===== config.mk =====
export PLATFORM = sky130hd
export DESIGN_NAME = sorted_linked_list_engine
export DESIGN_NICKNAME = d
export VERILOG_FILES = /design/src/hw/rtl/slle_pkg.sv /design/src/hw/rtl/slle_ctrl.sv /design/src/hw/rtl/slle_dp.sv /design/src/hw/rtl/sorted_linked_list_engine.sv
export SDC_FILE = /design/constraint.sdc
export NUM_CORES = 2
export LEC_CHECK = 0
export BUFFER_PORTS_ARGS = -buffer_cell sky130_fd_sc_hd__buf_2
export CAP_MARGIN = 10
export CORE_MARGIN = 2
export CORE_UTILIZATION = 60
export CTS_CLUSTER_DIAMETER = 200
export CTS_CLUSTER_SIZE = 28
export DETAILED_ROUTE_END_ITERATION = 8
export GPL_ROUTABILITY_DRIVEN = 0
export PLACE_DENSITY_LB_ADDON = 0.3
export REMOVE_ABC_BUFFERS = 1
export SYNTH_ARGS = -nofsm -noshare
export SYNTH_HDL_FRONTEND = slang
export SYNTH_SLANG_ARGS = --single-unit

===== constraint.sdc =====
create_clock -name clk -period 6.9 [get_ports clk]
set_input_delay 0.69 -clock clk [delete_from_list [all_inputs] [get_ports clk]]
set_output_delay 0.69 -clock clk [all_outputs]
set_load 0.005 [all_outputs]

===== src/hw/rtl/slle_pkg.sv =====
// ----------------------------------------------------------------------------
// slle_pkg
// Shared types and constants for the sorted linked list engine: command and
// status codes, controller states, and the controller/datapath interface.
// ----------------------------------------------------------------------------
package slle_pkg;

  localparam int CMD_BITS   = 2;
  localparam int ID_BITS    = 5;
  localparam int KEY_W      = 32;
  localparam int COUNT_BITS = 6;
  localparam int STAT_BITS  = 2;
  localparam int S_TDATA_W  = 40;
  localparam int M_TDATA_W  = 48;
  localparam int M_PAD_W    = M_TDATA_W - (COUNT_BITS + STAT_BITS + 1 + ID_BITS + KEY_W);

  typedef enum logic [CMD_BITS-1:0] {
    CMD_CLEAR      = 2'd0,
    CMD_INS_CURSOR = 2'd1,
    CMD_INS_SORTED = 2'd2,
    CMD_REMOVE     = 2'd3
  } cmd_t;

  typedef enum logic [STAT_BITS-1:0] {
    STAT_OK     = 2'd0,
    STAT_LISTED = 2'd1,
    STAT_ABSENT = 2'd2
  } stat_t;

  typedef enum logic [3:0] {
    ST_INIT,
    ST_IDLE,
    ST_DECODE,
    ST_WALK0,
    ST_WALK,
    ST_AT_RD,
    ST_NX_RD,
    ST_LINK1,
    ST_LINK2,
    ST_REM,
    ST_HEAD,
    ST_HEAD_K,
    ST_RESP
  } state_t;

  typedef enum logic [4:0] {
    OP_NONE,
    OP_INIT,
    OP_LOAD,
    OP_CLEAR,
    OP_FLAG,
    OP_KEY_PREV_CUR,
    OP_KEY_PREV_SENT,
    OP_KEY_NEXT_SENT,
    OP_READ_ID,
    OP_WALK_START,
    OP_WALK_STEP,
    OP_AT_LATCH,
    OP_NX_LATCH,
    OP_LINK1,
    OP_LINK2,
    OP_REM,
    OP_HEAD_RD,
    OP_HEADK_RD,
    OP_HOLD
  } op_t;

  typedef struct packed {
    op_t   op;
    stat_t stat;
  } dp_cmd_t;

  typedef struct packed {
    cmd_t cmd;
    logic id_ok;
    logic listed;
    logic key_max;
    logic walk_go;
  } dp_stat_t;

endpackage


===== src/hw/rtl/slle_ctrl.sv =====
// ----------------------------------------------------------------------------
// slle_ctrl
// Controller state machine: sequences the datapath through decode, list walk,
// link update and head lookup for one request at a time.
// ----------------------------------------------------------------------------
module slle_ctrl (
  input  logic               clk,
  input  logic               rst,
  input  logic               in_valid,
  output logic               in_ready,
  input  logic               out_free,
  output logic               out_load,
  output slle_pkg::dp_cmd_t  dp_cmd,
  input  slle_pkg::dp_stat_t dp_stat
);

  slle_pkg::state_t state, state_next;

  always_ff @(posedge clk) begin
    if (rst) begin
      state <= slle_pkg::ST_INIT;
    end else begin
      state <= state_next;
    end
  end

  always_comb begin
    state_next  = state;
    in_ready    = 1'b0;
    out_load    = 1'b0;
    dp_cmd.op   = slle_pkg::OP_NONE;
    dp_cmd.stat = slle_pkg::STAT_OK;
    unique case (state)
      slle_pkg::ST_INIT: begin
        dp_cmd.op  = slle_pkg::OP_INIT;
        state_next = slle_pkg::ST_IDLE;
      end
      slle_pkg::ST_IDLE: begin
        in_ready = 1'b1;
        if (in_valid) begin
          dp_cmd.op  = slle_pkg::OP_LOAD;
          state_next = slle_pkg::ST_DECODE;
        end
      end
      slle_pkg::ST_DECODE: begin
        priority if (dp_stat.cmd == slle_pkg::CMD_CLEAR) begin
          dp_cmd.op  = slle_pkg::OP_CLEAR;
          state_next = slle_pkg::ST_HEAD;
        end else if (!dp_stat.id_ok) begin
          dp_cmd.op   = slle_pkg::OP_FLAG;
          dp_cmd.stat = slle_pkg::STAT_ABSENT;
          state_next  = slle_pkg::ST_HEAD;
        end else if (dp_stat.cmd == slle_pkg::CMD_REMOVE) begin
          if (!dp_stat.listed) begin
            dp_cmd.op   = slle_pkg::OP_FLAG;
            dp_cmd.stat = slle_pkg::STAT_ABSENT;
            state_next  = slle_pkg::ST_HEAD;
          end else begin
            dp_cmd.op  = slle_pkg::OP_READ_ID;
            state_next = slle_pkg::ST_REM;
          end
        end else if (dp_stat.listed) begin
          dp_cmd.op   = slle_pkg::OP_FLAG;
          dp_cmd.stat = slle_pkg::STAT_LISTED;
          state_next  = slle_pkg::ST_HEAD;
        end else if (dp_stat.cmd == slle_pkg::CMD_INS_CURSOR) begin
          dp_cmd.op  = slle_pkg::OP_KEY_PREV_CUR;
          state_next = slle_pkg::ST_AT_RD;
        end else if (dp_stat.key_max) begin
          // A maximum key always lands at the tail.
          dp_cmd.op  = slle_pkg::OP_KEY_PREV_SENT;
          state_next = slle_pkg::ST_AT_RD;
        end else begin
          dp_cmd.op  = slle_pkg::OP_KEY_NEXT_SENT;
          state_next = slle_pkg::ST_WALK0;
        end
      end
      slle_pkg::ST_WALK0: begin
        dp_cmd.op  = slle_pkg::OP_WALK_START;
        state_next = slle_pkg::ST_WALK;
      end
      slle_pkg::ST_WALK: begin
        if (dp_stat.walk_go) begin
          dp_cmd.op = slle_pkg::OP_WALK_STEP;
        end else begin
          state_next = slle_pkg::ST_LINK1;
        end
      end
      slle_pkg::ST_AT_RD: begin
        dp_cmd.op  = slle_pkg::OP_AT_LATCH;
        state_next = slle_pkg::ST_NX_RD;
      end
      slle_pkg::ST_NX_RD: begin
        dp_cmd.op  = slle_pkg::OP_NX_LATCH;
        state_next = slle_pkg::ST_LINK1;
      end
      slle_pkg::ST_LINK1: begin
        dp_cmd.op  = slle_pkg::OP_LINK1;
        state_next = slle_pkg::ST_LINK2;
      end
      slle_pkg::ST_LINK2: begin
        dp_cmd.op  = slle_pkg::OP_LINK2;
        state_next = slle_pkg::ST_HEAD;
      end
      slle_pkg::ST_REM: begin
        dp_cmd.op  = slle_pkg::OP_REM;
        state_next = slle_pkg::ST_HEAD;
      end
      slle_pkg::ST_HEAD: begin
        dp_cmd.op  = slle_pkg::OP_HEAD_RD;
        state_next = slle_pkg::ST_HEAD_K;
      end
      slle_pkg::ST_HEAD_K: begin
        dp_cmd.op  = slle_pkg::OP_HEADK_RD;
        state_next = slle_pkg::ST_RESP;
      end
      slle_pkg::ST_RESP: begin
        dp_cmd.op = slle_pkg::OP_HOLD;
        if (out_free) begin
          out_load   = 1'b1;
          state_next = slle_pkg::ST_IDLE;
        end
      end
      default: begin
        state_next = slle_pkg::ST_INIT;
      end
    endcase
  end

`ifndef SYNTHESIS
  // Sentinel initialization happens only once after reset.
  a_init_once: assert property (@(posedge clk) disable iff (rst)
    (state != slle_pkg::ST_INIT) |=> (state != slle_pkg::ST_INIT))
    else $error("controller re-entered init");
`endif

endmodule


===== src/hw/rtl/slle_dp.sv =====
// ----------------------------------------------------------------------------
// slle_dp
// Datapath: key and link memories, membership bits, cursor, item count and
// the walk registers, driven one operation per cycle by the controller.
// ----------------------------------------------------------------------------
module slle_dp #(
  parameter int SLOTS    = 32,
  parameter int KEY_BITS = 32
) (
  input  logic                              clk,
  input  logic                              rst,
  input  slle_pkg::dp_cmd_t                 dp_cmd,
  output slle_pkg::dp_stat_t                dp_stat,
  input  logic [slle_pkg::CMD_BITS-1:0]     in_cmd,
  input  logic [slle_pkg::ID_BITS-1:0]      in_id,
  input  logic [slle_pkg::KEY_W-1:0]        in_key,
  output logic [slle_pkg::COUNT_BITS-1:0]   res_count,
  output slle_pkg::stat_t                   res_status,
  output logic                              res_empty,
  output logic [slle_pkg::ID_BITS-1:0]      res_head_item,
  output logic [slle_pkg::KEY_W-1:0]        res_head_key
);

  localparam int LW = $clog2(SLOTS + 1);
  localparam int KW = $clog2(SLOTS);
  localparam int CW = $clog2(SLOTS + 1);
  localparam logic [LW-1:0]       SENT    = LW'(SLOTS);
  localparam logic [KEY_BITS-1:0] KEY_MAX = '1;

  // Index SLOTS of the link memories is the sentinel.
  logic [LW-1:0]       next_mem [SLOTS+1];
  logic [LW-1:0]       prev_mem [SLOTS+1];
  logic [KEY_BITS-1:0] key_mem  [SLOTS];

  logic                next_we, prev_we, key_we;
  logic                next_re, prev_re, key_re;
  logic [LW-1:0]       next_wa, next_wd, prev_wa, prev_wd, next_ra, prev_ra;
  logic [KW-1:0]       key_wa, key_ra;
  logic [KEY_BITS-1:0] key_wd;
  logic [LW-1:0]       next_rd, prev_rd;
  logic [KEY_BITS-1:0] key_rd;

  slle_pkg::cmd_t      cmd_r;
  slle_pkg::stat_t     status_r;
  logic                id_ok_r;
  logic [LW-1:0]       id_r;
  logic [KEY_BITS-1:0] key_r;
  logic [LW-1:0]       at, nx, head, cursor;
  logic [CW-1:0]       count;
  logic [SLOTS-1:0]    in_list;

  logic [KW-1:0]       id_k, next_rd_k;

  assign id_k      = id_r[KW-1:0];
  assign next_rd_k = (next_rd == SENT) ? '0 : next_rd[KW-1:0];

  always_ff @(posedge clk) begin
    if (next_we) begin
      next_mem[next_wa] <= next_wd;
    end
    if (next_re) begin
      next_rd <= next_mem[next_ra];
    end
  end

  always_ff @(posedge clk) begin
    if (prev_we) begin
      prev_mem[prev_wa] <= prev_wd;
    end
    if (prev_re) begin
      prev_rd <= prev_mem[prev_ra];
    end
  end

  always_ff @(posedge clk) begin
    if (key_we) begin
      key_mem[key_wa] <= key_wd;
    end
    if (key_re) begin
      key_rd <= key_mem[key_ra];
    end
  end

  always_comb begin
    next_we = 1'b0;
    prev_we = 1'b0;
    key_we  = 1'b0;
    next_re = 1'b0;
    prev_re = 1'b0;
    key_re  = 1'b0;
    next_wa = '0;
    next_wd = '0;
    prev_wa = '0;
    prev_wd = '0;
    next_ra = '0;
    prev_ra = '0;
    key_wa  = id_k;
    key_wd  = key_r;
    key_ra  = '0;
    unique case (dp_cmd.op)
      slle_pkg::OP_INIT, slle_pkg::OP_CLEAR: begin
        next_we = 1'b1;
        next_wa = SENT;
        next_wd = SENT;
        prev_we = 1'b1;
        prev_wa = SENT;
        prev_wd = SENT;
      end
      slle_pkg::OP_KEY_PREV_CUR: begin
        key_we  = 1'b1;
        prev_re = 1'b1;
        prev_ra = cursor;
      end
      slle_pkg::OP_KEY_PREV_SENT: begin
        key_we  = 1'b1;
        prev_re = 1'b1;
        prev_ra = SENT;
      end
      slle_pkg::OP_KEY_NEXT_SENT: begin
        key_we  = 1'b1;
        next_re = 1'b1;
        next_ra = SENT;
      end
      slle_pkg::OP_READ_ID: begin
        next_re = 1'b1;
        next_ra = id_r;
        prev_re = 1'b1;
        prev_ra = id_r;
      end
      slle_pkg::OP_WALK_START, slle_pkg::OP_WALK_STEP: begin
        // Fetch the link and key of the node just reached in the same cycle.
        next_re = 1'b1;
        next_ra = next_rd;
        key_re  = 1'b1;
        key_ra  = next_rd_k;
      end
      slle_pkg::OP_AT_LATCH: begin
        next_re = 1'b1;
        next_ra = prev_rd;
      end
      slle_pkg::OP_LINK1: begin
        next_we = 1'b1;
        next_wa = id_r;
        next_wd = nx;
        prev_we = 1'b1;
        prev_wa = id_r;
        prev_wd = at;
      end
      slle_pkg::OP_LINK2: begin
        next_we = 1'b1;
        next_wa = at;
        next_wd = id_r;
        prev_we = 1'b1;
        prev_wa = nx;
        prev_wd = id_r;
      end
      slle_pkg::OP_REM: begin
        prev_we = 1'b1;
        prev_wa = next_rd;
        prev_wd = prev_rd;
        next_we = 1'b1;
        next_wa = prev_rd;
        next_wd = next_rd;
      end
      slle_pkg::OP_HEAD_RD: begin
        next_re = 1'b1;
        next_ra = SENT;
      end
      slle_pkg::OP_HEADK_RD: begin
        key_re = 1'b1;
        key_ra = next_rd_k;
      end
      default: begin
      end
    endcase
  end

  always_ff @(posedge clk) begin
    if (rst) begin
      in_list  <= '0;
      count    <= '0;
      cursor   <= SENT;
      status_r <= slle_pkg::STAT_OK;
    end else begin
      unique case (dp_cmd.op)
        slle_pkg::OP_LOAD: begin
          status_r <= slle_pkg::STAT_OK;
        end
        slle_pkg::OP_CLEAR: begin
          in_list <= '0;
          count   <= '0;
          cursor  <= SENT;
        end
        slle_pkg::OP_FLAG: begin
          status_r <= dp_cmd.stat;
        end
        slle_pkg::OP_LINK2: begin
          in_list[id_k] <= 1'b1;
          count         <= count + CW'(1);
        end
        slle_pkg::OP_REM: begin
          in_list[id_k] <= 1'b0;
          count         <= count - CW'(1);
          if (cursor == id_r) begin
            cursor <= prev_rd;
          end
        end
        default: begin
        end
      endcase
    end
  end

  always_ff @(posedge clk) begin
    unique case (dp_cmd.op)
      slle_pkg::OP_LOAD: begin
        cmd_r   <= slle_pkg::cmd_t'(in_cmd);
        id_r    <= LW'(in_id);
        id_ok_r <= ({{(32 - slle_pkg::ID_BITS){1'b0}}, in_id} < 32'(SLOTS));
        key_r   <= KEY_BITS'(in_key);
      end
      slle_pkg::OP_KEY_PREV_CUR, slle_pkg::OP_KEY_PREV_SENT: begin
      end
      slle_pkg::OP_KEY_NEXT_SENT: begin
        at <= SENT;
      end
      slle_pkg::OP_WALK_START: begin
        nx <= next_rd;
      end
      slle_pkg::OP_WALK_STEP: begin
        at <= nx;
        nx <= next_rd;
      end
      slle_pkg::OP_AT_LATCH: begin
        at <= prev_rd;
      end
      slle_pkg::OP_NX_LATCH: begin
        nx <= next_rd;
      end
      slle_pkg::OP_HEADK_RD: begin
        head <= next_rd;
      end
      default: begin
      end
    endcase
  end

  // The walk stops at the sentinel or at the first key above the new one.
  assign dp_stat.cmd     = cmd_r;
  assign dp_stat.id_ok   = id_ok_r;
  assign dp_stat.listed  = in_list[id_k];
  assign dp_stat.key_max = (key_r == KEY_MAX);
  assign dp_stat.walk_go = (nx != SENT) && (key_rd <= key_r);

  assign res_empty     = (head == SENT);
  assign res_count     = slle_pkg::COUNT_BITS'(count);
  assign res_status    = status_r;
  assign res_head_item = res_empty ? '0 : slle_pkg::ID_BITS'(head);
  assign res_head_key  = res_empty ? '1 : slle_pkg::KEY_W'(key_rd);

`ifndef SYNTHESIS
  a_count_matches: assert property (@(posedge clk) disable iff (rst)
    $countones(in_list) == int'(count))
    else $error("item count differs from membership bits");

  a_empty_consistent: assert property (@(posedge clk) disable iff (rst)
    (dp_cmd.op == slle_pkg::OP_HOLD) |-> ((head == SENT) == (count == '0)))
    else $error("head link disagrees with item count");
`endif

endmodule


===== src/hw/rtl/sorted_linked_list_engine.sv =====
// ----------------------------------------------------------------------------
// sorted_linked_list_engine
// Circular doubly linked list with a sentinel over a fixed store of slots,
// supporting clear, insert before cursor, sorted insert and remove.
// ----------------------------------------------------------------------------
// Usage: one request enters on the s_ stream; one response leaves on the m_
// stream for every request, in order. A request carries a command, a slot
// number and a key. The response carries the item count, a status code and
// the head slot and its key.
// Requests are handled one at a time. A sorted insert walks the list one node
// per cycle through the link and key memories, visiting at most the listed
// items plus one. A new request can be taken in the cycle after the response
// is loaded.
// The response sits in an output register; while m_tready is low the engine
// still takes the next request and works on it, holding its result until the
// register frees. Reset empties the list; the first cycle after reset
// initializes the sentinel links and no request is taken in it.
// ----------------------------------------------------------------------------
module sorted_linked_list_engine #(
  parameter int SLOTS    = 32,
  parameter int KEY_BITS = 32
) (
  input  logic                             clk,
  input  logic                             rst,
  input  logic                             s_tvalid,
  output logic                             s_tready,
  // cmd[1:0], item_id[6:2], key[38:7], zero padding above
  input  logic [slle_pkg::S_TDATA_W-1:0]   s_tdata,
  output logic                             m_tvalid,
  input  logic                             m_tready,
  // count[5:0], status[7:6], list_empty[8], head_item[13:9], head_key[45:14]
  output logic [slle_pkg::M_TDATA_W-1:0]   m_tdata
);

  slle_pkg::dp_cmd_t                dp_cmd;
  slle_pkg::dp_stat_t               dp_stat;
  logic                             out_free, out_load;
  logic [slle_pkg::COUNT_BITS-1:0]  res_count;
  slle_pkg::stat_t                  res_status;
  logic                             res_empty;
  logic [slle_pkg::ID_BITS-1:0]     res_head_item;
  logic [slle_pkg::KEY_W-1:0]       res_head_key;

  assign out_free = !m_tvalid || m_tready;

  slle_ctrl u_ctrl (
    .clk      (clk),
    .rst      (rst),
    .in_valid (s_tvalid),
    .in_ready (s_tready),
    .out_free (out_free),
    .out_load (out_load),
    .dp_cmd   (dp_cmd),
    .dp_stat  (dp_stat)
  );

  slle_dp #(
    .SLOTS    (SLOTS),
    .KEY_BITS (KEY_BITS)
  ) u_dp (
    .clk           (clk),
    .rst           (rst),
    .dp_cmd        (dp_cmd),
    .dp_stat       (dp_stat),
    .in_cmd        (s_tdata[1:0]),
    .in_id         (s_tdata[6:2]),
    .in_key        (s_tdata[38:7]),
    .res_count     (res_count),
    .res_status    (res_status),
    .res_empty     (res_empty),
    .res_head_item (res_head_item),
    .res_head_key  (res_head_key)
  );

  always_ff @(posedge clk) begin
    if (rst) begin
      m_tvalid <= 1'b0;
    end else if (out_load) begin
      m_tvalid <= 1'b1;
    end else if (m_tready) begin
      m_tvalid <= 1'b0;
    end
  end

  always_ff @(posedge clk) begin
    if (out_load) begin
      m_tdata <= {{slle_pkg::M_PAD_W{1'b0}}, res_head_key, res_head_item, res_empty,
                  res_status, res_count};
    end
  end

`ifndef SYNTHESIS
  // Only one request is in the engine at a time.
  a_one_request: assert property (@(posedge clk) disable iff (rst)
    (s_tvalid && s_tready) |=> !s_tready)
    else $error("request accepted while another is in progress");
`endif

endmodule

==> impl_metrics.env <==
export IMPL_drv_slew=0
export IMPL_cts_root_buf="clkbuf_16"
export IMPL_rsz0062_at_grt="false"
export IMPL_synth_edf_count=1567
export IMPL_antenna_found_initial=4
export IMPL_hold_buffers=0
export IMPL_worstMarginPinSlew_ns=1.14
export IMPL_syn_area_sq_um=65800
export IMPL_cts_tree="built"
export IMPL_finalSetupTns_ns=0
export IMPL_routed_wl_um=173000
export IMPL_hold_ws_ns=0.155
export IMPL_clk_pin_slew_worst_paths_ns=0.12
export IMPL_grt_max_degree=126
export IMPL_nNetsFinal=4508
export IMPL_fp_coreArea_sq_um=109000
export IMPL_min_period_ns=6.44
export IMPL_dp_hpwl_um=101000
export IMPL_grt_pass1_vias=37700
export IMPL_ioPinCount=94
export IMPL_end_kind="flip-flop"
export IMPL_drt_iter0_markers=6533
export IMPL_critPathLaunch="u_dp.id_r[3]$_DFFE_PP_"
export IMPL_worst_setup_path_start_kind="flip-flop"
export IMPL_max_freq_ghz=0.155
export IMPL_p_leak_uw=0.0237
export IMPL_hold_class="input pin to flip-flop"
export IMPL_portBuffers=90
export IMPL_insertion_delay_ns=0.70
export IMPL_finalClockSkew_ns=0.0326
export IMPL_antenna_left=0
export IMPL_wl_per_cell_um=29.5
export IMPL_die_x_um=335
export IMPL_synth_seq_cells=1618
export IMPL_ys_seq_area_share_pct=73.1
export IMPL_synth_ff_type="edfxtp_1"
export IMPL_setup_viol=0
export IMPL_vias=39800
export IMPL_period_share_pct=93.4
export IMPL_routed_via_density=6.79
export IMPL_run_status="complete, no violations"
export IMPL_critPathMaxFanout=18
export IMPL_totalPowerFinal_uw=25700
export IMPL_drv_cap=0
export IMPL_worstPathArrival_ns=6.85
export IMPL_syn_inst=4354
export IMPL_cts_sinks=1618
export IMPL_slew_headroom_pct=24.2
export IMPL_fin_util_pct=65.1
export IMPL_yosys_warnings=0
export IMPL_finalHoldViolations=0
export IMPL_drc=0
export IMPL_hold_depth=1
export IMPL_ff2ff_path_depth=21
export IMPL_clockBufferDepth=3
export IMPL_track_usage_pct=30.4
export IMPL_min_from="s_tdata[34]"
export IMPL_drt_pre_antenna_iters=6
export IMPL_async_flop_share_pct=0
export IMPL_ir_drop_mv=0.338
export IMPL_numCtsBuffers=67
export IMPL_cts_resized=0
export IMPL_die_h_um=335
export IMPL_area_growth_pct=7.64
export IMPL_ys_types=92
export IMPL_crit_type="flip-flop to flip-flop"
export IMPL_die_area_sq_um=112000
export IMPL_grt_pass1_wl_um=249000
export IMPL_postCtsSetupBuffers=0
export IMPL_powerDensity_nw_per_um2=363
export IMPL_worstPathRequired_ns=7.31
export IMPL_drive_gt1_share_pct=11.3
export IMPL_rows=121
export IMPL_avgSynthCellArea_sq_um=15.1
export IMPL_grt_overflow_total=0
export IMPL_reg2reg_from="u_dp.id_r[3]$_DFFE_PP_"
export IMPL_initial_utilization_pct=60.4
export IMPL_cts_max_level=3
==> kinds of logic (layout without fill, tap and decap cells) <==
family                     count (synthesis)  count (layout)  share of synthesized area, %
DFF                                     1618            1618                          73.1
and+or+nand+nor                         1123            1123                          7.86
AOI/OAI and AO/OA                        811             811                          8.45
muxes                                    424             424                          7.45
buffers and inverters                    324             412                          2.21
adders and majority gates                 42              42                         0.810
xor gates and xnor gates                  11              11                         0.146
other                                      1               4                       0.00570
==> worst max-delay path, cell delays in order (launching register included) <==
cell and delay, ns:
edfxtp_1 0.43, buf_4 0.23, or3b_2 0.67, o22ai_1 0.29, nor3_1 0.09, o21ai_2 0.31
nor2_1 0.15, inv_1 0.19, ha_1 0.17, nor2_1 0.04, a21oi_1 0.18, o22ai_1 0.18
a21oi_1 0.35, o211ai_2 0.34, a21oi_2 0.50, nor2_4 0.13, inv_4 0.20, and2_4 0.21
nand2_2 0.41, a221oi_1 0.38, nor4_1 0.11, a2111oi_1 0.56
==> state kept, by name (all words and copies together), names as in the netlist, 32 cells and up <==
name           flops
u_dp.prev_mem    198
u_dp.key_rd       32
m_tdata           46
u_dp.next_mem    198
u_dp.key_r        32
u_dp.key_mem    1024
u_dp.in_list      32
==> metal layers <==
layer  wire length, um  global-route usage (%)  vias to the layer above
met4              6670                    11.4                        2
met5                10                   0.261                        -
met2             78800                    46.5                     2623
met3             20700                    6.16                      357
met1             67000                    43.8                    19900
li1                  -                       -                    16900
==> placed cells by master (no fill, tap or decap), types with 56 or more instances in the layout <==
cell type and count:
a211oi_1 148, a21oi_1 220, a221oi_1 131, a31oi_1 56, buf_2 90, buf_4 143, clkbuf_16 70, edfxtp_1 1567
mux2i_1 365, nand2_1 489, nand2b_1 80, nand3_1 132, nor2_1 157, o21ai_0 60
==> layout make-up <==
cell class / count / area, sq um
fill: 7394 / 38000
antenna: 2 / 5.00
multi-input combinational: 2413 / 16700
tap: 1414 / 1770
timing repair buffer: 266 / 2180
clock inverter: 5 / 66.3
clock buffer: 85 / 1810
sequential: 1618 / 48100
inverter: 56 / 215
==> stage by stage <==
stage	area (sq um)	cells	setup WS, ns
after floorplan	64600	4087	-17.49
after global placement	68900	5767	0.751
after detailed placement	68900	5767	0.655
after CTS	70800	5857	0.583
after global routing	70800	5857	0.200
final	70800	5859	0.458
==> power breakdown <==
group | total, uW | leakage [uW] | internal (uW) | switching [uW]
Combinational | 8510 | 0.00879 | 2620 | 5890
Clock | 4750 | 0.000910 | 1880 | 2870
Sequential | 12500 | 0.0140 | 12100 | 413
==> synthesized netlist by cell type, types with 5 or more instances <==
| cell type | count | area share [%] |
|---|---|---|
| and2_1 | 50 | 0.48 |
| o21ai_2 | 5 | 0.067 |
| mux2i_1 | 365 | 5.6 |
| nor4_1 | 40 | 0.38 |
| inv_1 | 54 | 0.31 |
| o21ai_0 | 61 | 0.46 |
| nor3_1 | 22 | 0.17 |
| o21a_1 | 8 | 0.091 |
| a221oi_1 | 131 | 1.7 |
| ha_1 | 41 | 0.78 |
| and3_1 | 17 | 0.16 |
| mux4_2 | 52 | 1.8 |
| a31oi_1 | 56 | 0.53 |
| buf_1 | 17 | 0.097 |
| a22oi_1 | 8 | 0.091 |
| xnor2_1 | 10 | 0.13 |
| o22ai_1 | 54 | 0.51 |
| a32o_1 | 7 | 0.11 |
| nand2_1 | 491 | 2.8 |
| edfxtp_1 | 1567 | 72 |
| a21oi_1 | 228 | 1.7 |
| nand3b_1 | 7 | 0.080 |
| nand3_1 | 133 | 1.0 |
| o211ai_1 | 15 | 0.17 |
| a32oi_1 | 9 | 0.12 |
| and2_0 | 22 | 0.21 |
| nor2b_1 | 12 | 0.11 |
| nor2_1 | 198 | 1.1 |
| a21o_1 | 14 | 0.16 |
| or2_2 | 5 | 0.048 |
| a211oi_1 | 148 | 1.7 |
| nand4_1 | 22 | 0.21 |
| clkbuf_1 | 149 | 0.85 |
| mux2_2 | 7 | 0.12 |
| o21ai_1 | 9 | 0.068 |
| a311oi_1 | 9 | 0.12 |
| buf_2 | 69 | 0.52 |
| dfxtp_1 | 51 | 1.6 |
| buf_4 | 28 | 0.32 |
| nand2b_1 | 81 | 0.77 |
==> path summary, 6_finish.rpt <==
check | slack (ns) | end
max | 0.46 | u_dp.key_rd[30]$_DFFE_PN_
min | 0.16 | u_dp.key_r[27]$_DFFE_PP_
max reg2reg | 0.46 | u_dp.key_rd[30]$_DFFE_PN_
min reg2reg | 0.47 | m_tdata[9]$_SDFFCE_PP0P_
Note: power is estimated with default switching activity, not from simulation.
